**src/design/dvac_pkg.sv**
```systemverilog
`default_nettype none

package dvac_pkg;

    localparam int VOICES_DEF = 16;
    localparam int PADS_DEF   = 16;
    localparam int STAMP_W    = 64;

    localparam logic [31:0] SEED_GOLDEN = 32'h9E37_79B9;
    localparam logic [31:0] SEED_MIX    = 32'h85EB_CA6B;

    localparam logic [63:0] CHOKE_MAP_RST = 64'h0000_0000_1100_0000;
    localparam logic [6:0]  FIRST_KEY_RST = 7'd36;

    // Configuration register indexes
    localparam logic CFG_CHOKE_MAP = 1'b0;
    localparam logic CFG_FIRST_KEY = 1'b1;

    typedef enum logic [1:0] {
        MODE_NOTE_ON = 2'd0,
        MODE_RETIRE  = 2'd1,
        MODE_ALL_OFF = 2'd2,
        MODE_UNUSED  = 2'd3
    } t_mode;

    // Commit command broadcast to every voice cell
    typedef struct packed {
        logic               commit_note;
        logic               commit_retire;
        logic               commit_all_off;
        logic [3:0]         pad;
        logic [3:0]         group;
        logic [STAMP_W-1:0] stamp;
    } t_cell_cmd;

endpackage

`default_nettype wire

```
**src/design/dvac_cell.sv**
```systemverilog
`default_nettype none

module dvac_cell #(
    parameter int VOICES = dvac_pkg::VOICES_DEF,
    parameter int IDX    = 0
) (
    input  wire logic                                i_clk,
    input  wire logic                                i_rst_n,
    input  wire dvac_pkg::t_cell_cmd                 i_cmd,
    input  wire logic                                i_sel,
    output logic                                     o_choke,
    input  wire logic                                i_free_found,
    input  wire logic [$clog2(VOICES)-1:0]           i_free_idx,
    input  wire logic [dvac_pkg::STAMP_W-1:0]        i_best_stamp,
    input  wire logic [$clog2(VOICES)-1:0]           i_best_idx,
    output logic                                     o_free_found,
    output logic [$clog2(VOICES)-1:0]                o_free_idx,
    output logic [dvac_pkg::STAMP_W-1:0]             o_best_stamp,
    output logic [$clog2(VOICES)-1:0]                o_best_idx
);
    import dvac_pkg::*;

    localparam int IW = $clog2(VOICES);
    localparam logic [IW-1:0] MY_IDX = IW'(IDX);

    logic               r_active;
    logic               r_fading;
    logic [3:0]         r_pad;
    logic [3:0]         r_group;
    logic [STAMP_W-1:0] r_stamp;

    logic               r_free_found;
    logic [IW-1:0]      r_free_idx;
    logic [STAMP_W-1:0] r_best_stamp;
    logic [IW-1:0]      r_best_idx;

    // Voice is cut by the new hit: same pad, or same nonzero choke group
    assign o_choke = r_active && !r_fading &&
                     ((r_pad == i_cmd.pad) || ((i_cmd.group != 4'd0) && (r_group == i_cmd.group)));

    // Voice state: allocate, choke, retire, clear
    always_ff @(posedge i_clk) begin
        if (!i_rst_n) begin
            r_active <= 1'b0;
            r_fading <= 1'b0;
        end else if (i_cmd.commit_all_off) begin
            r_active <= 1'b0;
            r_fading <= 1'b0;
        end else if (i_cmd.commit_retire && i_sel) begin
            r_active <= 1'b0;
            r_fading <= 1'b0;
        end else if (i_cmd.commit_note) begin
            if (i_sel) begin
                r_active <= 1'b1;
                r_fading <= 1'b0;
                r_pad    <= i_cmd.pad;
                r_group  <= i_cmd.group;
                r_stamp  <= i_cmd.stamp;
            end else if (o_choke) begin
                r_fading <= 1'b1;
            end
        end
    end

    // Scan chain: first free slot and oldest stamp, handed on every cycle
    always_ff @(posedge i_clk) begin
        if (!i_rst_n) begin
            r_free_found <= 1'b0;
        end else begin
            r_free_found <= i_free_found || !r_active;
        end
        r_free_idx <= i_free_found ? i_free_idx : MY_IDX;
        if (r_stamp < i_best_stamp) begin
            r_best_stamp <= r_stamp;
            r_best_idx   <= MY_IDX;
        end else begin
            r_best_stamp <= i_best_stamp;
            r_best_idx   <= i_best_idx;
        end
    end

    assign o_free_found = r_free_found;
    assign o_free_idx   = r_free_idx;
    assign o_best_stamp = r_best_stamp;
    assign o_best_idx   = r_best_idx;

endmodule

`default_nettype wire

```
**src/design/drum_voice_allocator_with_choke.sv**
```systemverilog
// Drum voice allocator with choke groups.
// Input channel: i_in_valid / o_in_stall carry one word (mode, note number,
// velocity, voice index). Output channel: o_out_valid / i_out_stall carry one
// result word per input word. A word moves at a clock edge with valid high
// and stall low. Config: i_cfg_we writes i_cfg_data to register i_cfg_index
// (0 choke map, 1 first key); the user must do this only while the block is
// idle, which the block itself does not enforce. One word is worked on at a
// time. A note-on that maps to a pad runs a scan down the row of VOICES voice
// cells (one cell per cycle, each comparing one stored stamp); the result is
// registered at commit once the scan ends; the block then returns to idle
// for the next word. Retire, all-off, unused modes and rejected notes skip
// the scan and give an all-zero result.
// The result sits in an output register; a new word is accepted while it
// waits, but the following commit holds until the receiver takes it.
// Reset (synchronous, active low) frees all voices, zeroes the hit counter
// and restores both configuration registers.
`default_nettype none

module drum_voice_allocator_with_choke #(
    parameter int VOICES = dvac_pkg::VOICES_DEF,
    parameter int PADS   = dvac_pkg::PADS_DEF
) (
    input  wire logic        i_clk,
    input  wire logic        i_rst_n,
    input  wire logic        i_cfg_we,
    input  wire logic        i_cfg_index,
    input  wire logic [63:0] i_cfg_data,
    input  wire logic        i_in_valid,
    output logic             o_in_stall,
    input  wire logic [1:0]  i_mode,
    input  wire logic [6:0]  i_note_number,
    input  wire logic [6:0]  i_velocity,
    input  wire logic [3:0]  i_voice_index,
    output logic             o_out_valid,
    input  wire logic        i_out_stall,
    output logic             o_accepted,
    output logic [3:0]       o_voice_slot,
    output logic             o_was_stolen,
    output logic [15:0]      o_choke_mask,
    output logic [31:0]      o_noise_seed,
    output logic [3:0]       o_pad_index,
    output logic [6:0]       o_voice_velocity
);
    import dvac_pkg::*;

    localparam int IW = $clog2(VOICES);

    typedef enum logic [1:0] {
        ST_IDLE,
        ST_SCAN,
        ST_DONE
    } t_state;

    t_state             r_state;
    logic [63:0]        r_choke_map;
    logic [6:0]         r_first_key;
    logic [STAMP_W-1:0] r_hit_counter;
    t_mode              r_mode;
    logic               r_ok;
    logic [3:0]         r_pad;
    logic [3:0]         r_group;
    logic [6:0]         r_velocity;
    logic [3:0]         r_vidx;
    logic [IW-1:0]      r_cnt;
    logic [31:0]        r_prod_hit;
    logic [31:0]        r_prod_pad;

    logic               r_out_valid;
    logic               r_accepted;
    logic [3:0]         r_voice_slot;
    logic               r_was_stolen;
    logic [15:0]        r_choke_mask;
    logic [31:0]        r_noise_seed;
    logic [3:0]         r_pad_index;
    logic [6:0]         r_voice_velocity;

    logic [7:0]         w_diff;
    logic               w_note_ok;
    logic [3:0]         w_group;
    logic               w_in_take;
    logic               w_commit;
    t_cell_cmd          w_cmd;

    logic               w_free_found [0:VOICES];
    logic [IW-1:0]      w_free_idx   [0:VOICES];
    logic [STAMP_W-1:0] w_best_stamp [0:VOICES];
    logic [IW-1:0]      w_best_idx   [0:VOICES];
    logic [VOICES-1:0]  w_choke;
    logic [VOICES-1:0]  w_sel;
    logic [IW-1:0]      w_slot;
    logic [VOICES-1:0]  w_mask;
    logic [VOICES+15:0] w_mask_ext;
    logic [IW+3:0]      w_slot_ext;

    // Map note to pad and look up its choke group
    assign w_diff    = {1'b0, i_note_number} - {1'b0, r_first_key};
    assign w_note_ok = (t_mode'(i_mode) == MODE_NOTE_ON) && !w_diff[7] &&
                       (w_diff[6:0] < 7'(PADS));
    assign w_group   = r_choke_map[{w_diff[3:0], 2'b00} +: 4];

    assign o_in_stall = (r_state != ST_IDLE);
    assign w_in_take  = i_in_valid && (r_state == ST_IDLE);
    assign w_commit   = (r_state == ST_DONE) && (!r_out_valid || !i_out_stall);

    // Commit command to the cells
    always_comb begin
        w_cmd.commit_note    = w_commit && r_ok;
        w_cmd.commit_retire  = w_commit && (r_mode == MODE_RETIRE);
        w_cmd.commit_all_off = w_commit && (r_mode == MODE_ALL_OFF);
        w_cmd.pad            = r_pad;
        w_cmd.group          = r_group;
        w_cmd.stamp          = r_hit_counter;
    end

    // Head of the scan chain
    assign w_free_found[0] = 1'b0;
    assign w_free_idx[0]   = '0;
    assign w_best_stamp[0] = '1;
    assign w_best_idx[0]   = '0;

    assign w_slot = w_free_found[VOICES] ? w_free_idx[VOICES] : w_best_idx[VOICES];

    for (genvar g = 0; g < VOICES; g++) begin : g_cell
        assign w_sel[g] = r_ok ? (w_slot == IW'(g)) : (7'(r_vidx) == 7'(g));

        dvac_cell #(
            .VOICES (VOICES),
            .IDX    (g)
        ) u_cell (
            .i_clk        (i_clk),
            .i_rst_n      (i_rst_n),
            .i_cmd        (w_cmd),
            .i_sel        (w_sel[g]),
            .o_choke      (w_choke[g]),
            .i_free_found (w_free_found[g]),
            .i_free_idx   (w_free_idx[g]),
            .i_best_stamp (w_best_stamp[g]),
            .i_best_idx   (w_best_idx[g]),
            .o_free_found (w_free_found[g+1]),
            .o_free_idx   (w_free_idx[g+1]),
            .o_best_stamp (w_best_stamp[g+1]),
            .o_best_idx   (w_best_idx[g+1])
        );
    end

    // Drop the allocated slot from the fade mask
    assign w_mask     = w_choke & ~w_sel;
    assign w_mask_ext = {16'b0, w_mask};
    assign w_slot_ext = {4'b0, w_slot};

    // Sequencer, configuration and result register
    always_ff @(posedge i_clk) begin
        r_prod_hit <= r_hit_counter[31:0] * SEED_GOLDEN;
        r_prod_pad <= 32'(r_pad) * SEED_MIX;
        if (!i_rst_n) begin
            r_state       <= ST_IDLE;
            r_out_valid   <= 1'b0;
            r_hit_counter <= '0;
            r_choke_map   <= CHOKE_MAP_RST;
            r_first_key   <= FIRST_KEY_RST;
            r_ok          <= 1'b0;
            r_mode        <= MODE_UNUSED;
        end else begin
            if (i_cfg_we) begin
                unique case (i_cfg_index)
                    CFG_CHOKE_MAP: r_choke_map <= i_cfg_data;
                    CFG_FIRST_KEY: r_first_key <= i_cfg_data[6:0];
                endcase
            end

            // Raise valid on commit, drop it once the word is taken
            if (w_commit) begin
                r_out_valid <= 1'b1;
            end else if (r_out_valid && !i_out_stall) begin
                r_out_valid <= 1'b0;
            end

            unique case (r_state)
                ST_IDLE: begin
                    if (w_in_take) begin
                        r_mode     <= t_mode'(i_mode);
                        r_ok       <= w_note_ok;
                        r_pad      <= w_diff[3:0];
                        r_group    <= w_group;
                        r_velocity <= i_velocity;
                        r_vidx     <= i_voice_index;
                        r_cnt      <= '0;
                        r_state    <= w_note_ok ? ST_SCAN : ST_DONE;
                    end
                end
                ST_SCAN: begin
                    // advance the stamp on the first scan cycle
                    if (r_cnt == '0) begin
                        r_hit_counter <= r_hit_counter + 1'b1;
                    end
                    r_cnt <= r_cnt + 1'b1;
                    if (r_cnt == IW'(VOICES - 1)) begin
                        r_state <= ST_DONE;
                    end
                end
                ST_DONE: begin
                    if (w_commit) begin
                        r_state <= ST_IDLE;
                        if (r_ok) begin
                            r_accepted       <= 1'b1;
                            r_voice_slot     <= w_slot_ext[3:0];
                            r_was_stolen     <= !w_free_found[VOICES];
                            r_choke_mask     <= w_mask_ext[15:0];
                            r_noise_seed     <= r_prod_hit + r_prod_pad + 32'd1;
                            r_pad_index      <= r_pad;
                            r_voice_velocity <= r_velocity;
                        end else begin
                            r_accepted       <= 1'b0;
                            r_voice_slot     <= '0;
                            r_was_stolen     <= 1'b0;
                            r_choke_mask     <= '0;
                            r_noise_seed     <= '0;
                            r_pad_index      <= '0;
                            r_voice_velocity <= '0;
                        end
                    end
                end
                default: r_state <= ST_IDLE;
            endcase
        end
    end

    assign o_out_valid      = r_out_valid;
    assign o_accepted       = r_accepted;
    assign o_voice_slot     = r_voice_slot;
    assign o_was_stolen     = r_was_stolen;
    assign o_choke_mask     = r_choke_mask;
    assign o_noise_seed     = r_noise_seed;
    assign o_pad_index      = r_pad_index;
    assign o_voice_velocity = r_voice_velocity;

endmodule

`default_nettype wire

```
**config.mk**
```make
export PLATFORM = sky130hd
export DESIGN_NAME = drum_voice_allocator_with_choke
export DESIGN_NICKNAME = d
export VERILOG_FILES = /design/src/design/dvac_pkg.sv /design/src/design/dvac_cell.sv /design/src/design/drum_voice_allocator_with_choke.sv
export SDC_FILE = /design/constraint.sdc
export NUM_CORES = 2
export LEC_CHECK = 0
export ABC_AREA = 1
export BUFFER_PORTS_ARGS = -buffer_cell sky130_fd_sc_hd__buf_2
export CAP_MARGIN = 20
export CORE_UTILIZATION = 55
export DETAILED_ROUTE_END_ITERATION = 12
export PLACE_DENSITY = 0.86
export SYNTH_ARGS = -nofsm -noshare
export SYNTH_HDL_FRONTEND = slang
export SYNTH_SLANG_ARGS = --single-unit
export TNS_END_PERCENT = 1
```
**constraint.sdc**
```tcl
create_clock -name i_clk -period 6.18 [get_ports i_clk]
set_input_delay 1.236 -clock i_clk [delete_from_list [all_inputs] [get_ports i_clk]]
set_output_delay 1.236 -clock i_clk [all_outputs]
set_load 0.02 [all_outputs]
```
**Word-level counts from Yosys, hierarchy flattened**

Index checks and enable logic that the tools add are counted.

- Register bits after elaboration: 2,551
- Input bits: 90
- Output and inout port bits: 67
- Logic and storage cells: 589

- Add/sub/neg operators: 5
- Multipliers: 2
- $lt $le $gt $ge: 17
- Equal/unequal tests: 70
- Shifts and indexed selects: 1
- Muxes and demuxes: 74
- Bitwise gates (word level): 21
- Reductions and logical operators: 237

Operators with widths:

| kind | number |
|---|---|
| less-than comparator 64 bit | 15 |
| two-way mux 64 bit | 14 |
| == test 4 bit | 32 |
| AND reduction 5 bit | 16 |
| logical AND 1 bit | 72 |
| AND reduction 2 bit | 36 |
| == test 4 bit, second input constant | 17 |
| adder 64 x 1 -> 64 bit, second input constant | 1 |
| less-than comparator 64 bit, second input constant | 1 |
| indexed part select 64 x 7 -> 4 bit | 1 |
| two-way mux 1 bit | 52 |
| OR reduction 3 bit | 16 |
| nonzero test 2 bit | 19 |
| logical NOT 1 bit | 36 |
| adder 32 x 1 -> 32 bit, second input constant | 1 |
| adder 32 bit | 1 |
| == test 4 x 3 -> 1 bit, second input constant | 8 |
| logical OR 1 bit | 32 |
| multiplier 32 x 32 -> 32 bit, second input constant | 1 |
| multiplier 4 x 32 -> 32 bit, second input constant | 1 |
| inverter 1 bit | 19 |
| AND 16 bit | 1 |
| == test 4 x 2 -> 1 bit, second input constant | 4 |
| inverter 16 bit | 1 |
| 15 further kinds | 30 |

**Longest topological paths before layout**

- Depth after elaboration: 7
- Mapped depth: 28
- Gate-level depth less buffers: 28

**Cells and area by module**

From an unflattened synthesis, not the netlist that was laid out.

- Cell total of the unflattened synthesis: 13,690
- Area, all modules: 129,276.5 µm²

By module, submodules not included:

| module | instances | cells each | area each (µm²) | seq. area each (µm²) |
|---|---|---|---|---|
| dvac_cell (g_cell[10].u_cell ...) | 6 | 661 | 6,498.7 | 3,663.5 |
| dvac_cell (g_cell[1].u_cell ...) | 4 | 661 | 6,481.2 | 3,663.5 |
| dvac_cell (g_cell[11].u_cell ...) | 4 | 661 | 6,451.2 | 3,663.5 |
| drum_voice_allocator_with_choke | 1 | 3,115 | 25,449.4 | 6,726.5 |
| dvac_cell (g_cell[0].u_cell) | 1 | 660 | 6,597.6 | 3,663.5 |
| dvac_cell (g_cell[15].u_cell) | 1 | 661 | 6,507.5 | 3,663.5 |

**Worst setup path after synthesis**

Ideal clock, no wire load.

- Path kind: reg2reg
- Start: register r_hit_counter[6]
- End: register r_prod_hit[27]
- Setup time: 0.072 ns
- Data arrival time: 6.553 ns
- Data required time: 6.108 ns
- Setup slack: -0.445 ns
- Stages on the path, launching flop included: 29
- Buffers on the path: 0
- Period minus slack after synthesis: 6.625 ns
- Cell sequence: dfxtp_1 > inv_1 > fa_1 > inv_1 > fa_1 > fa_1 > inv_1 > fa_1 > inv_1 > fa_1 > inv_1 > fa_1 > inv_1 > fa_1 > inv_1 > fa_1 > inv_1 > ha_1 > nand2_1 > inv_1 > nand2_1 > nor2_1 > nand4_1 > nand3_1 > nand3_1 > nand2_1 > nand3_1 > nand2_1 > xor2_1

- Cells in the longest elaborated chain, start to end: 1

Ends and longest elaborated chain:

| item | RTL line | RTL |
|---|---|---|
| start: declaration | drum_voice_allocator_with_choke.sv:57 | `logic [STAMP_W-1:0] r_hit_counter;` |
| start signal: assignment | drum_voice_allocator_with_choke.sv:194 | `r_hit_counter <= r_hit_counter + 1'b1;` |
| multiplier 32 x 32 -> 32 bit | drum_voice_allocator_with_choke.sv:153 | `r_prod_hit <= r_hit_counter[31:0] * SEED_GOLDEN;` |
| end signal: assignment | drum_voice_allocator_with_choke.sv:153 |  |
| end: declaration | drum_voice_allocator_with_choke.sv:65 | `logic [31:0] r_prod_hit;` |

Every way passes these cells.
A chain may end at the register's enable or synchronous reset.

**Final worst setup path**

- Start: register r_hit_counter[9]
- End: register r_prod_hit[31]

The elaborated chain is that of the path after synthesis.

==> results.md <==
- Mapped cell area: 122000 um2
- Cts hold-fix bufs: 0
- EDFF count, synth: 1240
- Final setup TNS: 0 ps
- WP data required: 6950 ps
- Die Footprint: around 220000 um2
- Crit share post-route: 99.0%
- Drc violations: 0
- Share of layout cells above drive strength 1: under 10%
- Area of the core: approximately 220000 um2
- Final hold viol count: 0
- FP Rows: 172
- Clock-pin slew on the worst setup and hold paths: 70 ps
- Final worst slack: 63.0 ps
- Finished Layout Cells: ~16000
- Type of origin of the critical path: register
- Detailed-route via count: between 80000 and 90000
- Placed Cells incl. Taps: 15600
- Final Max Slew Viols: 0
- Max_cap viols: 0
- Unique masters post-synth: approximately 60
- Simple-Gate Fraction of Synth Area: 16.9%
- Yosys Warn Count: 0
- Main combinational cell family by area after synthesis: simple AND/OR/NAND/NOR gates
- Die H: 472 um
- RSZ-0062 raised after global routing: yes
- Crit-path max FO: 3
- Worst-Skew Late Latency: 900 ps
- Synth-to-layout area growth: 11.9%
- Syn Nets: 14200
- Crit path kind: register to register
- HP Class: register to register
- I/O Buffers: 156
- Compound-Gate Fraction of Synth Area: around 5.7%
- P per Cell Area: ~260 nW/um2
- WL final: 305000 um
- Vias per inst: approximately 5.6
- Synthesized instance count: about 13000
- CP Capture Type: register
- Antenna Violating Nets Remaining: 0
- Vias in the first global route: between 90000 and 100k
- Leak Pwr: around 63 nW
- Mux cell area share after synthesis: 0.0741%
- CTS tree: yes
- Worst relative slew slack: 22.2%
- Overflow after GRT: 0
- Clk Tree Root Cell: clkbuf_16
- Ports: 157
- Maximum clock path buffer count: 3
- Clk sink count: 2550
- DRT iter0 DRCs: 8825
- Synthesis-stage register bit count: approximately 2600
- Post-synth top area share: 30.6%
- Worst Path Arrival: 6890 ps
- Xor and xnor area share after synthesis: 1.47%
- Register area share after synthesis: 52.2%
- Final Critical Period: 6120 ps
- Worst Max-Slew Pin Slew: 1150 ps
- Initial antenna violation count: 8
- Primary FF master, synth: dfxtp_1
- Top post-synthesis cells by area: edfxtp_1 (31%), dfxtp_1 (22%), ha_1 (13%), nand2_1 (9.0%), inv_1 (5.7%)
- H-tree depth: 4
- Leading area contributor after synthesis: edfxtp_1
- Async S/R FF share, synth: 0%
- Routed WL per cell: 19.0 um
- Tot GR Track Use: a little over a quarter
- Placement Setup Slack: -337 ps
- Nets: roughly 14000
- Die W: ~470 um
- Initial Util: between 50% and 60%
- Largest net degree at the start of global routing: 86
- # setup viols final: 0
- Status: complete, no violations
- Clk_skew: between 40 and 50 ps
- HPWL after DPL: 212000 um
- Final Util: 61.9%
- Post-synthesis adder-cell area fraction: ~17%
- Global-route wire length before repair: 482000 um
- Tot Pwr: around 35 mW
- Syn avg cell area: about 9.6 um2
- GPL Wtd Cong: approximately 0.94
- Number of iterations in the first detailed-routing pass: 6
- Max frequency: 163 MHz
- Peak VDD IR: 0.000298 V
- Num CTS Buffers: 238
path summary, 6_finish.rpt:
check	startpoint	slack, ps	end	cells past startpoint
setup / recovery	r_hit_counter[9]	60	r_prod_hit[31]	23
hold / removal	g_cell[0].u_cell.r_stamp[23]	310	g_cell[0].u_cell.o_best_stamp[23]	0
setup reg to reg	r_hit_counter[9]	60	r_prod_hit[31]	23
hold reg to reg	g_cell[0].u_cell.r_stamp[23]	310	g_cell[0].u_cell.o_best_stamp[23]	0
registers in the layout (all words and copies together) (netlist names), 31 cells and up:
signal,flops
g_cell.u_cell.o_best_stamp,960
r_prod_hit,32
g_cell.u_cell.r_stamp,1024
g_cell.u_cell.o_free_idx,49
r_hit_counter,64
r_choke_map,64
g_cell.u_cell.o_best_idx,49
r_prod_pad,31
g_cell.u_cell.r_group,64
g_cell.u_cell.r_pad,64
o_noise_seed,32
power breakdown:
| group | switching (mW) | internal [mW] |
|---|---|---|
| logic | 0.951 | 0.437 |
| registers | 0.111 | 17.8 |
| clock network | 6.54 | 9.01 |
| total | 7.60 | 27.2 |
cells in the mapped netlist (all sizes together) (5+ instances only):
| master | instances |
|---|---|
| a211oi | 18 |
| a21boi | 19 |
| a21o | 20 |
| a21oi | 680 |
| a31oi | 10 |
| and3 | 10 |
| buf | 224 |
| clkbuf | 213 |
| dfxtp | 1310 |
| edfxtp | 1240 |
| fa | 237 |
| ha | 1224 |
| inv | 1841 |
| mux2 | 8 |
| nand2 | 2931 |
| nand3 | 1075 |
| nand3b | 5 |
| nand4 | 125 |
| nor2 | 514 |
| nor3 | 90 |
| nor4 | 61 |
| nor4b | 5 |
| o2111ai | 7 |
| o211ai | 44 |
| o21a | 66 |
| o21ai | 308 |
| o21bai | 7 |
| o221ai | 19 |
| o32ai | 16 |
| o41ai | 14 |
| or2 | 41 |
| xnor2 | 85 |
| xor2 | 119 |
timing repair:
action / 4_1_cts / 5_1_grt
resized for setup: 31 / 88
setup buffers: 6 / 8
pin swaps: 19 / 70
setup endpoints to repair: 9 / 15
metal layers:
layer | global-route usage [%] | vias up | routed length (um)
met5 | 0 | - | 0
met4 | 11.1 | 0 | 12700
met3 | 4.01 | 835 | 26000
met2 | 45.8 | 4216 | 145000
met1 | 35.2 | 42600 | 122000
li1 | - | 42000 | -
critical path: stages (launching register included):
cell	delay, ps
dfxtp_4	370
buf_4	140
buf_4	130
ha_2	320
inv_1	60
fa_1	490
fa_1	520
inv_1	50
fa_1	500
inv_1	70
fa_1	510
fa_1	580
fa_2	500
fa_1	550
inv_1	40
ha_1	290
inv_1	80
nor3_4	230
nand2_1	70
or2_2	300
nand3_2	90
inv_1	50
nand2_1	60
nand2_1	40
area by class of cell:
cell class                      count  area, um2
Tap cell                         2958       3700
Clock buffer                      330       6870
Fill cell                       16200      83700
Clock inverter                    125       1590
Multi-Input combinational cell   7780      50000
Sequential cell                  2550      63500
Timing Repair Buffer              470       3380
Inverter                         1842       6920
Antenna cell                        1       2.50
metrics by stage:
| step | area, um2 | hold slack (ps) |
|---|---|---|
| floorplan | 122000 | 356 |
| global placement | 127000 | 323 |
| detailed placement | 127000 | 327 |
| CTS | 136000 | 324 |
| global route | 136000 | 321 |
| finish | 136000 | 315 |
cell usage in the layout (no fill, tap or decap), types with 222 or more instances in the layout:
cell,instances
nor2_1,484
a21oi_1,661
fa_1,222
nand2_1,2887
clkbuf_16,248
buf_4,291
nand3_1,1067
dfxtp_1,1291
o21ai_0,300
ha_1,1210
inv_1,1802
edfxtp_1,1240
cell families (layout without fill, tap and decap cells):
family,count (synthesis),in the layout
muxes,8,8
other,0,1
xor gates and xnor gates,204,204
DFF,2550,2550
adders and majority gates,1461,1461
AOI/OAI and AO/OA,1236,1236
and+or+nand+nor,4871,4871
buffers and inverters,2279,2767
No activity file was read; power rests on OpenSTA's default activity.
